$ cat src/sv/utf8d_pkg.sv
package utf8d_pkg;

  // Field widths
  localparam int unsigned CodeW = 31;
  localparam int unsigned ByteW = 8;

  // Replacement code after reset
  localparam logic [CodeW-1:0] ReplReset = 31'h0000FFFD;

  // Least legal values for each sequence length
  localparam logic [CodeW-1:0] MinLen2 = 31'h00000080;
  localparam logic [CodeW-1:0] MinLen3 = 31'h00000800;
  localparam logic [CodeW-1:0] MinLen4 = 31'h00010000;
  localparam logic [CodeW-1:0] MinLen5 = 31'h00200000;
  localparam logic [CodeW-1:0] MinLen6 = 31'h04000000;

  // Surrogate range and noncharacters rejected in three-byte form
  localparam logic [CodeW-1:0] SurrLo  = 31'h0000D800;
  localparam logic [CodeW-1:0] SurrHi  = 31'h0000DFFF;
  localparam logic [CodeW-1:0] NonChA  = 31'h0000FFFE;
  localparam logic [CodeW-1:0] NonChB  = 31'h0000FFFF;

  // Sequence lengths
  localparam logic [2:0] Len2 = 3'd2;
  localparam logic [2:0] Len3 = 3'd3;
  localparam logic [2:0] Len4 = 3'd4;
  localparam logic [2:0] Len5 = 3'd5;
  localparam logic [2:0] Len6 = 3'd6;

  // Byte classes
  localparam logic [1:0] ContTag = 2'b10;

  // One result item
  typedef struct packed {
    logic [CodeW-1:0] code_point;
    logic             is_replacement;
    logic             end_of_text;
    logic             last;
  } result_t;

  // Decoder state carried between bytes
  typedef struct packed {
    logic [CodeW-1:0] partial_code;
    logic [2:0]       bytes_owed;
    logic [2:0]       sequence_length;
  } dec_state_t;

endpackage

$ cat src/sv/utf8d_decode.sv
module utf8d_decode
  import utf8d_pkg::*;
(
  input  logic [ByteW-1:0] in_byte,
  input  dec_state_t       state,
  input  logic [CodeW-1:0] repl_code,
  output dec_state_t       state_next,
  output result_t          res0,
  output result_t          res1,
  output logic [1:0]       res_count
);

  // Checks a completed sequence against overlong, surrogate and noncharacter rules.
  function automatic logic code_ok(input logic [CodeW-1:0] cp, input logic [2:0] len);
    logic ok;
    begin
      ok = 1'b0;
      case (len)
        Len2: ok = (cp >= MinLen2);
        Len3: ok = (cp >= MinLen3) && !((cp >= SurrLo) && (cp <= SurrHi)) &&
                   (cp != NonChA) && (cp != NonChB);
        Len4: ok = (cp >= MinLen4);
        Len5: ok = (cp >= MinLen5);
        Len6: ok = (cp >= MinLen6);
        default: ok = 1'b0;
      endcase
      return ok;
    end
  endfunction

  result_t          lead_res;
  logic             lead_has_res;
  dec_state_t       lead_state;
  result_t          repl_res;
  logic [CodeW-1:0] cont_bits;
  logic [CodeW-1:0] cont_shifted;
  logic [CodeW-1:0] merged;
  logic [2:0]       owed_dec;
  logic             is_cont;

  // Lead byte handling, as if no sequence were open.
  always_comb begin
    lead_res     = '0;
    lead_has_res = 1'b0;
    lead_state   = '0;
    if (!in_byte[7]) begin
      lead_res.code_point = {{(CodeW-ByteW){1'b0}}, in_byte};
      lead_has_res        = 1'b1;
    end else if (in_byte[7:5] == 3'b110) begin
      lead_state.sequence_length = Len2;
      lead_state.bytes_owed      = Len2 - 3'd1;
      lead_state.partial_code    = {{(CodeW-5){1'b0}}, in_byte[4:0]} << 6;
    end else if (in_byte[7:4] == 4'b1110) begin
      lead_state.sequence_length = Len3;
      lead_state.bytes_owed      = Len3 - 3'd1;
      lead_state.partial_code    = {{(CodeW-4){1'b0}}, in_byte[3:0]} << 12;
    end else if (in_byte[7:3] == 5'b11110) begin
      lead_state.sequence_length = Len4;
      lead_state.bytes_owed      = Len4 - 3'd1;
      lead_state.partial_code    = {{(CodeW-3){1'b0}}, in_byte[2:0]} << 18;
    end else if (in_byte[7:2] == 6'b111110) begin
      lead_state.sequence_length = Len5;
      lead_state.bytes_owed      = Len5 - 3'd1;
      lead_state.partial_code    = {{(CodeW-2){1'b0}}, in_byte[1:0]} << 24;
    end else if (in_byte[7:1] == 7'b1111110) begin
      lead_state.sequence_length = Len6;
      lead_state.bytes_owed      = Len6 - 3'd1;
      lead_state.partial_code    = {{(CodeW-1){1'b0}}, in_byte[0]} << 30;
    end else begin
      lead_res.code_point     = repl_code;
      lead_res.is_replacement = 1'b1;
      lead_has_res            = 1'b1;
    end
  end

  // Continuation byte bits placed by the number of bytes still owed.
  always_comb begin
    cont_bits = {{(CodeW-6){1'b0}}, in_byte[5:0]};
    case (state.bytes_owed)
      3'd2:    cont_shifted = cont_bits << 6;
      3'd3:    cont_shifted = cont_bits << 12;
      3'd4:    cont_shifted = cont_bits << 18;
      3'd5:    cont_shifted = cont_bits << 24;
      default: cont_shifted = cont_bits;
    endcase
    merged   = state.partial_code | cont_shifted;
    owed_dec = state.bytes_owed - 3'd1;
    is_cont  = (in_byte[7:6] == ContTag);
  end

  // Result selection and next state.
  always_comb begin
    repl_res                = '0;
    repl_res.code_point     = repl_code;
    repl_res.is_replacement = 1'b1;
    state_next = state;
    res0       = '0;
    res1       = '0;
    res_count  = 2'd0;
    if (in_byte == '0) begin
      // End of text drops any open sequence.
      state_next       = '0;
      res0.end_of_text = 1'b1;
      res0.last        = 1'b1;
      res_count        = 2'd1;
    end else if ((state.bytes_owed != 3'd0) && is_cont) begin
      if (owed_dec != 3'd0) begin
        state_next.partial_code = merged;
        state_next.bytes_owed   = owed_dec;
      end else begin
        state_next = '0;
        if (code_ok(merged, state.sequence_length)) begin
          res0.code_point = merged;
        end else begin
          res0 = repl_res;
        end
        res0.last = 1'b1;
        res_count = 2'd1;
      end
    end else if (state.bytes_owed != 3'd0) begin
      // Interrupted sequence: replacement, then the byte again as a lead.
      state_next = lead_state;
      res0       = repl_res;
      if (lead_has_res) begin
        res1      = lead_res;
        res1.last = 1'b1;
        res_count = 2'd2;
      end else begin
        res0.last = 1'b1;
        res_count = 2'd1;
      end
    end else begin
      state_next = lead_state;
      res0       = lead_res;
      res0.last  = lead_has_res;
      res_count  = {1'b0, lead_has_res};
    end
  end

endmodule

$ cat src/sv/utf8d_out_queue.sv
module utf8d_out_queue
  import utf8d_pkg::*;
(
  input  logic       clk,
  input  logic       rst,
  input  logic [1:0] push_count,
  input  result_t    push0,
  input  result_t    push1,
  input  logic       pop,
  output result_t    head,
  output logic       not_empty,
  output logic [1:0] count
);

  result_t    q0;
  result_t    q1;
  result_t    q0_next;
  result_t    q1_next;
  logic [1:0] count_next;
  logic [1:0] kept;

  // Pop shifts the second entry forward; pushes fill behind what is kept.
  always_comb begin
    q0_next = q0;
    q1_next = q1;
    kept    = count;
    if (pop) begin
      q0_next = q1;
      kept    = count - 2'd1;
    end
    if (push_count != 2'd0) begin
      if (kept == 2'd0) begin
        q0_next = push0;
        if (push_count == 2'd2) begin
          q1_next = push1;
        end
      end else begin
        q1_next = push0;
      end
    end
    count_next = kept + push_count;
  end

  // Entry count.
  always_ff @(posedge clk) begin
    if (rst) begin
      count <= 2'd0;
    end else begin
      count <= count_next;
    end
  end

  // Entry payload.
  always_ff @(posedge clk) begin
    q0 <= q0_next;
    q1 <= q1_next;
  end

  assign head      = q0;
  assign not_empty = (count != 2'd0);

endmodule

$ cat src/sv/utf8_stream_decoder_unit.sv
// Channel   | Direction | Handshake          | Payload
// input     | in        | in_valid/in_stall  | in_byte
// output    | out       | out_valid/out_stall| code_point, is_replacement, end_of_text, last
// config    | in        | cfg_wr_en          | cfg_wr_data (replacement code)
//
// One byte is taken per cycle while the input is not stalled; a byte whose results
// do not fit in the two-entry result queue, after this cycle's pop, holds the input
// register until they do. An accepted byte goes from the input register into the queue.
// Synchronous reset clears the open sequence, the input register, the queue
// and sets the replacement code to U+FFFD; there is no clearing pass.
// A stall on the output fills the queue, then stalls the input.
module utf8_stream_decoder_unit
  import utf8d_pkg::*;
(
  input  logic             clk,
  input  logic             rst,
  input  logic             in_valid,
  output logic             in_stall,
  input  logic [ByteW-1:0] in_byte,
  output logic             out_valid,
  input  logic             out_stall,
  output logic [CodeW-1:0] code_point,
  output logic             is_replacement,
  output logic             end_of_text,
  output logic             last,
  input  logic             cfg_wr_en,
  input  logic [CodeW-1:0] cfg_wr_data
);

  logic [CodeW-1:0] repl_code;
  logic             byte_valid;
  logic [ByteW-1:0] byte_reg;
  dec_state_t       state;
  dec_state_t       state_next;
  result_t          res0;
  result_t          res1;
  logic [1:0]       res_count;
  logic [1:0]       push_count;
  logic [1:0]       q_count;
  result_t          head;
  logic             advance;
  logic             take;
  logic             pop;

  // Replacement code register.
  always_ff @(posedge clk) begin
    if (rst) begin
      repl_code <= ReplReset;
    end else if (cfg_wr_en) begin
      repl_code <= cfg_wr_data;
    end
  end

  // The held byte moves on when the queue, after this cycle's pop, has room for all its results.
  assign pop      = out_valid && !out_stall;
  assign advance  = byte_valid &&
                    (({1'b0, q_count} + {1'b0, res_count}) <= (3'd2 + {2'b0, pop}));
  assign in_stall = byte_valid && !advance;
  assign take     = in_valid && !in_stall;

  // Input register.
  always_ff @(posedge clk) begin
    if (rst) begin
      byte_valid <= 1'b0;
    end else if (take) begin
      byte_valid <= 1'b1;
    end else if (advance) begin
      byte_valid <= 1'b0;
    end
  end

  always_ff @(posedge clk) begin
    if (take) begin
      byte_reg <= in_byte;
    end
  end

  // Sequence state.
  always_ff @(posedge clk) begin
    if (rst) begin
      state <= '0;
    end else if (advance) begin
      state <= state_next;
    end
  end

  utf8d_decode u_decode (
    .in_byte    (byte_reg),
    .state      (state),
    .repl_code  (repl_code),
    .state_next (state_next),
    .res0       (res0),
    .res1       (res1),
    .res_count  (res_count)
  );

  assign push_count = advance ? res_count : 2'd0;

  utf8d_out_queue u_queue (
    .clk        (clk),
    .rst        (rst),
    .push_count (push_count),
    .push0      (res0),
    .push1      (res1),
    .pop        (pop),
    .head       (head),
    .not_empty  (out_valid),
    .count      (q_count)
  );

  assign code_point     = head.code_point;
  assign is_replacement = head.is_replacement;
  assign end_of_text    = head.end_of_text;
  assign last           = head.last;

endmodule

$ cat config.mk
export PLATFORM = sky130hd
export DESIGN_NAME = utf8_stream_decoder_unit
export DESIGN_NICKNAME = d
export VERILOG_FILES = /design/src/sv/utf8d_pkg.sv /design/src/sv/utf8d_decode.sv /design/src/sv/utf8d_out_queue.sv /design/src/sv/utf8_stream_decoder_unit.sv
export SDC_FILE = /design/constraint.sdc
export NUM_CORES = 1
export LEC_CHECK = 0
export BUFFER_PORTS_ARGS = -buffer_cell sky130_fd_sc_hd__buf_2
export CAP_MARGIN = 30
export CORE_MARGIN = 2
export CORE_UTILIZATION = 45
export CTS_BUF_LIST = sky130_fd_sc_hd__clkbuf_2 sky130_fd_sc_hd__clkbuf_4 sky130_fd_sc_hd__clkbuf_8
export DETAILED_ROUTE_END_ITERATION = 10
export PLACE_DENSITY = 0.66
export SLEW_MARGIN = 20
export SYNTH_ARGS = -nofsm -noshare
export SYNTH_HDL_FRONTEND = slang
export SYNTH_SLANG_ARGS = --single-unit
$ cat constraint.sdc
create_clock -name clk -period 5.4 [get_ports clk]
set_input_delay 0.54 -clock clk [delete_from_list [all_inputs] [get_ports clk]]
set_output_delay 0.54 -clock clk [all_outputs]
set_load 0.05 [all_outputs]
* Word-level counts from Yosys, hierarchy flattened *
Index checks and enable logic that the tools add are counted.

word-level totals
  register bits = 147
  output and inout bits = 36
  word-level logic and storage cells = 126

operators by class
  $add $sub $neg = 5
  order comparisons = 8
  equality and inequality tests = 20
  multiplexer cells = 55
  bitwise gates (word level) = 1
  reduce and logical (&&, ||, !) cells = 22

operators with widths
  operator                                                 count
  two-way mux 34 bit                                       13
  two-way mux 37 bit                                       8
  two-way mux 32 bit                                       7
  case mux 30 bit (4 select lines)                         1
  two-way mux 31 bit                                       2
  inequality test 31 x 16 -> 1 bit, second input constant  2
  >= comparator 31 x 12 -> 1 bit, second input constant    1
  >= comparator 31 x 16 -> 1 bit, second input constant    1
  >= comparator 31 x 17 -> 1 bit, second input constant    1
  >= comparator 31 x 22 -> 1 bit, second input constant    1
  >= comparator 31 x 27 -> 1 bit, second input constant    1
  >= comparator 31 x 8 -> 1 bit, second input constant     1
  <= comparator 31 x 16 -> 1 bit, second input constant    1
  OR 31 x 30 -> 31 bit                                     1
  equality test 3 bit, second input constant               6
  two-way mux 1 bit                                        14
  two-way mux 2 bit                                        7
  equality test 3 x 2 -> 1 bit, second input constant      4
  logical AND 1 bit                                        9
  logical NOT 8 bit                                        1
  equality test 7 bit, second input constant               1
  equality test 6 bit, second input constant               1
  two-way mux 3 bit                                        2
  nonzero test 2 bit                                       3
  16 further kinds                                         22

* Logic depth before layout (Yosys ltp) *
  depth in word-level cells = 19
  depth in mapped cells = 20
  mapped depth without buffers = 19

* Modules after synthesis *
From an unflattened synthesis, not the netlist that was laid out.

unflattened totals
  cells, all modules = 810
  area total of the unflattened synthesis = 8496.9 µm²

by module, submodules not included
  module                    instances  cells each  area each (µm²)  sequential area each (µm²)
  utf8d_out_queue           1          202         3268.1           1741.7
  utf8_stream_decoder_unit  1          284         3128.0           1621.6
  utf8d_decode              1          324         2100.8           0.0

* Least setup slack after synthesis *
OpenSTA, ideal clock, no wires.

  path type = register to register
  start = reg state[3] (netlist name)
  end = reg u_queue.q1[0] in the netlist's numbering, enable pin
  library setup time = 440 ps
  data arrival time = 4904 ps
  data required time = 4960 ps
  setup slack = 56 ps
  stages on the path, launching flop included = 16
  period minus slack after synthesis = 5344 ps
  cell sequence = dfxtp_1 > inv_1 > ha_1 > nand2b_1 > clkbuf_1 > nand3b_1 > nor2_1 > nor2_1 > ha_1 > inv_1 > fa_1 > o31ai_1 > or2_2 > nor2_1 > o21ai_0 > mux2i_1

between the ends
  word-level cells in the longest chain between the ends = 12

RTL lines
  element                                   RTL line                        RTL
  subtractor 3 x 1 -> 3 bit                 utf8d_decode.sv:87              owed_dec = state.bytes_owed - 3'd1;
  nonzero test 3 bit                        utf8d_decode.sv:107             if (owed_dec != 3'd0) begin
  two-way mux 1 bit                         utf8d_decode.sv:107
  two-way mux 2 bit (*)                     utf8d_decode.sv:106             end else if ((state.bytes_owed != 3'd0) && is_cont) begin
  two-way mux 2 bit (*)                     utf8d_decode.sv:100             if (in_byte == '0) begin
  adder 2 x 2 -> 3 bit                      utf8_stream_decoder_unit.sv:57  (({1'b0, q_count} + {1'b0, res_count}) <= (3'd2 + {2'b0, pop}));
  <= comparator 3 bit                       utf8_stream_decoder_unit.sv:57
  logical AND 1 bit                         utf8_stream_decoder_unit.sv:56  assign advance = byte_valid &&
  two-way mux 2 bit (*)                     utf8_stream_decoder_unit.sv:97  assign push_count = advance ? res_count : 2'd0;
  equality test 2 bit                       utf8d_out_queue.sv:34           if (push_count == 2'd2) begin
  inequality test 2 bit (no source line)    -
  AND reduction 2 bit (no source line) (*)  -
  end signal, assigned                      utf8d_out_queue.sv:56           q1 <= q1_next;
  end, declared                             utf8d_out_queue.sv:16           result_t q1;

Every way passes the cells marked *; elsewhere a longest branch is shown, timed or not.
A chain may end at the register's enable or synchronous reset.

* Final worst setup path *
  start = reg state[5] (netlist name)
  end = reg u_queue.q1[32] in the netlist's numbering, enable pin

between the ends
  word-level cells in the longest chain between the ends = 12

RTL lines
  element                                   RTL line
  subtractor 3 x 1 -> 3 bit                 utf8d_decode.sv:87
  nonzero test 3 bit                        utf8d_decode.sv:107
  two-way mux 1 bit                         utf8d_decode.sv:107
  two-way mux 2 bit (*)                     utf8d_decode.sv:106
  two-way mux 2 bit (*)                     utf8d_decode.sv:100
  adder 2 x 2 -> 3 bit                      utf8_stream_decoder_unit.sv:57
  <= comparator 3 bit                       utf8_stream_decoder_unit.sv:57
  logical AND 1 bit                         utf8_stream_decoder_unit.sv:56
  two-way mux 2 bit (*)                     utf8_stream_decoder_unit.sv:97
  equality test 2 bit                       utf8d_out_queue.sv:34
  inequality test 2 bit (no source line)    -
  AND reduction 2 bit (no source line) (*)  -

Marks and branches as above.

==> results.json <==
{
  "mostFrequentLayoutCell": "dfxtp_1",
  "p_int_uw": 2573,
  "antenna_found_initial": 0,
  "clk_path_buf_depth": 2,
  "place_ws_ns": 0.8419,
  "worstSetupPathType": "flop to flop",
  "worst_pin_slew_ns": 0.9580,
  "setup_tns_ns": 0,
  "wirelength_mm": 20.27,
  "gr-total-overflow": 0,
  "synthFlopType": "dfxtp_1",
  "post-route-util": 0.5173,
  "cp-start-kind": "flop",
  "syn_to_final_growth_pct": 13.63,
  "rr_startpoint": "state[5]",
  "htreeDepth": 4,
  "ys_seq_area_frac": 0.4702,
  "critPathArrivalTime_ns": 4.75,
  "holdBufCountCts": 0,
  "fin_hold_ws_ns": 0.2555,
  "reg2reg_depth": 14,
  "seqPwrFrac": 0.342,
  "syn_nets": 855,
  "final_cell_mix": "dfxtp_1 (105), a21oi_1 (89), nor2_1 (85)",
  "top_register": "state",
  "p_clk_frac": 0.182,
  "yosys_warnings": 0,
  "grt_setup_unrepaired": "no",
  "die_x_um": 130.1,
  "cap_violations": 0,
  "insertion_delay_ns": 0.46,
  "slew_viol_final": 0,
  "regToRegEndpoint": "u_queue.q1[32]",
  "cts_resized": 0,
  "routedWlPerCell_um": 18.72,
  "layout-drive-gt1-share": 0.1615,
  "synth_area_mm2": 0.007153,
  "grt_max_degree": 58,
  "synthTopCellsByArea": "dfxtp_1 (29%), edfxtp_1 (18%), a21oi_1 (6.2%)",
  "first_pass_iters": 6,
  "endpoint": "u_queue.q1[32]",
  "start_util": 0.4552,
  "timing.max_slew.rel_slack": 0.3613,
  "path_max_fanout": 34,
  "grt_pass1_vias": 5746,
  "drc_errors": 0,
  "peakVddDrop_mv": 0.2133,
  "switching_share": 0.4516,
  "fin_crit_sh": 0.8523,
  "grt_pass1_wl_mm": 31.57,
  "design.core.area_mm2": 0.01571,
  "p_comb_frac": 0.476,
  "yosys_register_bits": 147,
  "cts_buffers": 17,
  "ios": 80,
  "fin_cells": 1083,
  "num_vias": 6351,
  "via_per_inst": 5.864,
  "power_density_mw_per_mm2": 577.4,
  "final_nets": 909,
  "syn_area_per_cell_um2": 8.941,
  "startpoint": "state[5]",
  "io_buffers": 79,
  "synthCells": 800,
  "clock-root-buffer": "clkbuf_8",
  "p_leak_uw": 0.003053,
  "fmax_ghz": 0.2173,
  "reg2reg_setup_slack_ns": 0.80,
  "largest_register_ffs": 37,
  "globalplace.congestion": 0.8991,
  "dieArea_mm2": 0.01692,
  "finClkSkew_ns": 0.01020,
  "synth_edf_count": 42,
  "fin_ws_ns": 0.7975,
  "critPathCaptureType": "flop",
  "postRouteAntennaNets": 0,
  "finalSetupViolations": 0,
  "synth_async_sr_flop_share": 0,
  "dp.cells": 1049,
  "status": "complete, no violations",
  "clkSlewWorstSetupHoldPaths_ns": 0.08,
  "cts_tree": "built",
  "synth_top_area_cell": "dfxtp_1",
  "fin_crit_ns": 4.602,
  "final_hold_viol_count": 0,
  "antenna_cells": 0,
  "cts.sinks": 147,
  "synth_top_area_share": 0.2939,
  "synth_cell_types": 60,
  "cts_setup_buffers": 0,
  "grt_use_total": 0.2431,
  "p_sw_uw": 2119,
  "row_count": 46,
  "drt_iter0_markers": 734,
  "die_h_um": 130.1,
  "hpwl_mm": 13.83,
  "hp-class": "primary input to flop",
  "required_ns": 5.55
}
cells in the mapped netlist (all sizes together), types with 3 or more instances:
library cell	instances
nor4b	4
a221o	5
or3	3
buf	17
o211ai	8
o31ai	4
clkbuf	46
ha	10
and2	6
nand2	75
o2111ai	3
nand3b	3
a21oi	89
dfxtp	105
nand2b	3
nand3	10
nor3	17
a22o	5
mux2i	38
a311o	4
o2bb2ai	25
a22oi	11
xnor2	4
inv	15
nor2b	4
nor4	8
nor2	86
edfxtp	42
o21ai	74
a21o	6
a211oi	6
a31oi	35
nand4	4
power groups by stage:
stage,logic [uW],clock network [uW],registers (uW)
after CTS,2210,864,1600
after global routing,2430,916,1640
after detailed placement,2200,0,1630
final,2230,854,1610
after global placement,2190,0,1630
after floorplan,1310,0,1980
cell type report:
| type | instances | area (um^2) |
|---|---|---|
| Sequential cell | 147 | 3363 |
| Timing Repair Buffer | 98 | 580.6 |
| Inverter | 16 | 60.06 |
| Fill cell | 1500 | 7585 |
| Clock inverter | 13 | 133.9 |
| Clock buffer | 19 | 255.2 |
| Multi-Input combinational cell | 574 | 3465 |
| Tap cell | 216 | 270.3 |
worst max-delay path, cell delays in order (launching register included):
cell and delay [ns]:
dfxtp_1 0.75, nand2b_1 0.37, nand3b_1 0.36, nand2_1 0.32
nor2_1 0.06, nor2_1 0.13, ha_1 0.16, inv_1 0.04
fa_1 0.44, o31ai_1 0.35, or2_2 0.35, nor2_1 0.10
o21ai_0 0.23, mux2i_4 0.34, buf_12 0.23
how the worst min path moves through the flow:
stage | from | endpoint | slack, ns | cells past startpoint
after floorplan | state[10] | state[10] | 0.44 | 2
after global placement | state[17] | state[17] | 0.45 | 2
after detailed placement | state[17] | state[17] | 0.45 | 2
after CTS | in_byte[0] | byte_reg[0] | 0.23 | 1
after global routing | in_byte[5] | byte_reg[5] | 0.24 | 1
final | in_byte[0] | byte_reg[0] | 0.26 | 1
metal layers:
| metal | vias to the layer above | GRT usage | share of wire |
|---|---|---|---|
| met1 | 2987 | 0.3521 | 0.46 |
| met4 | 0 | 0.06831 | 0.015 |
| li1 | 3062 | - | - |
| met2 | 276 | 0.3702 | 0.45 |
| met3 | 26 | 0.04838 | 0.079 |
| met5 | - | 0 | 0 |
cell families after synthesis:
kind of cell | synth area share
xor gates and xnor gates | 0.004897
and+or+nand+nor | 0.1483
AOI/OAI and AO/OA | 0.2517
buffers and inverters | 0.04828
muxes | 0.05632
adders and majority gates | 0.02029
DFF | 0.4702
metrics by stage:
step	area [um^2]	total power, uW
floorplan	7153	3287
global placement	7699	3816
detailed placement	7714	3832
CTS	8103	4680
global route	8128	4985
finish	8128	4693
(Power assumes the default switching activity.)
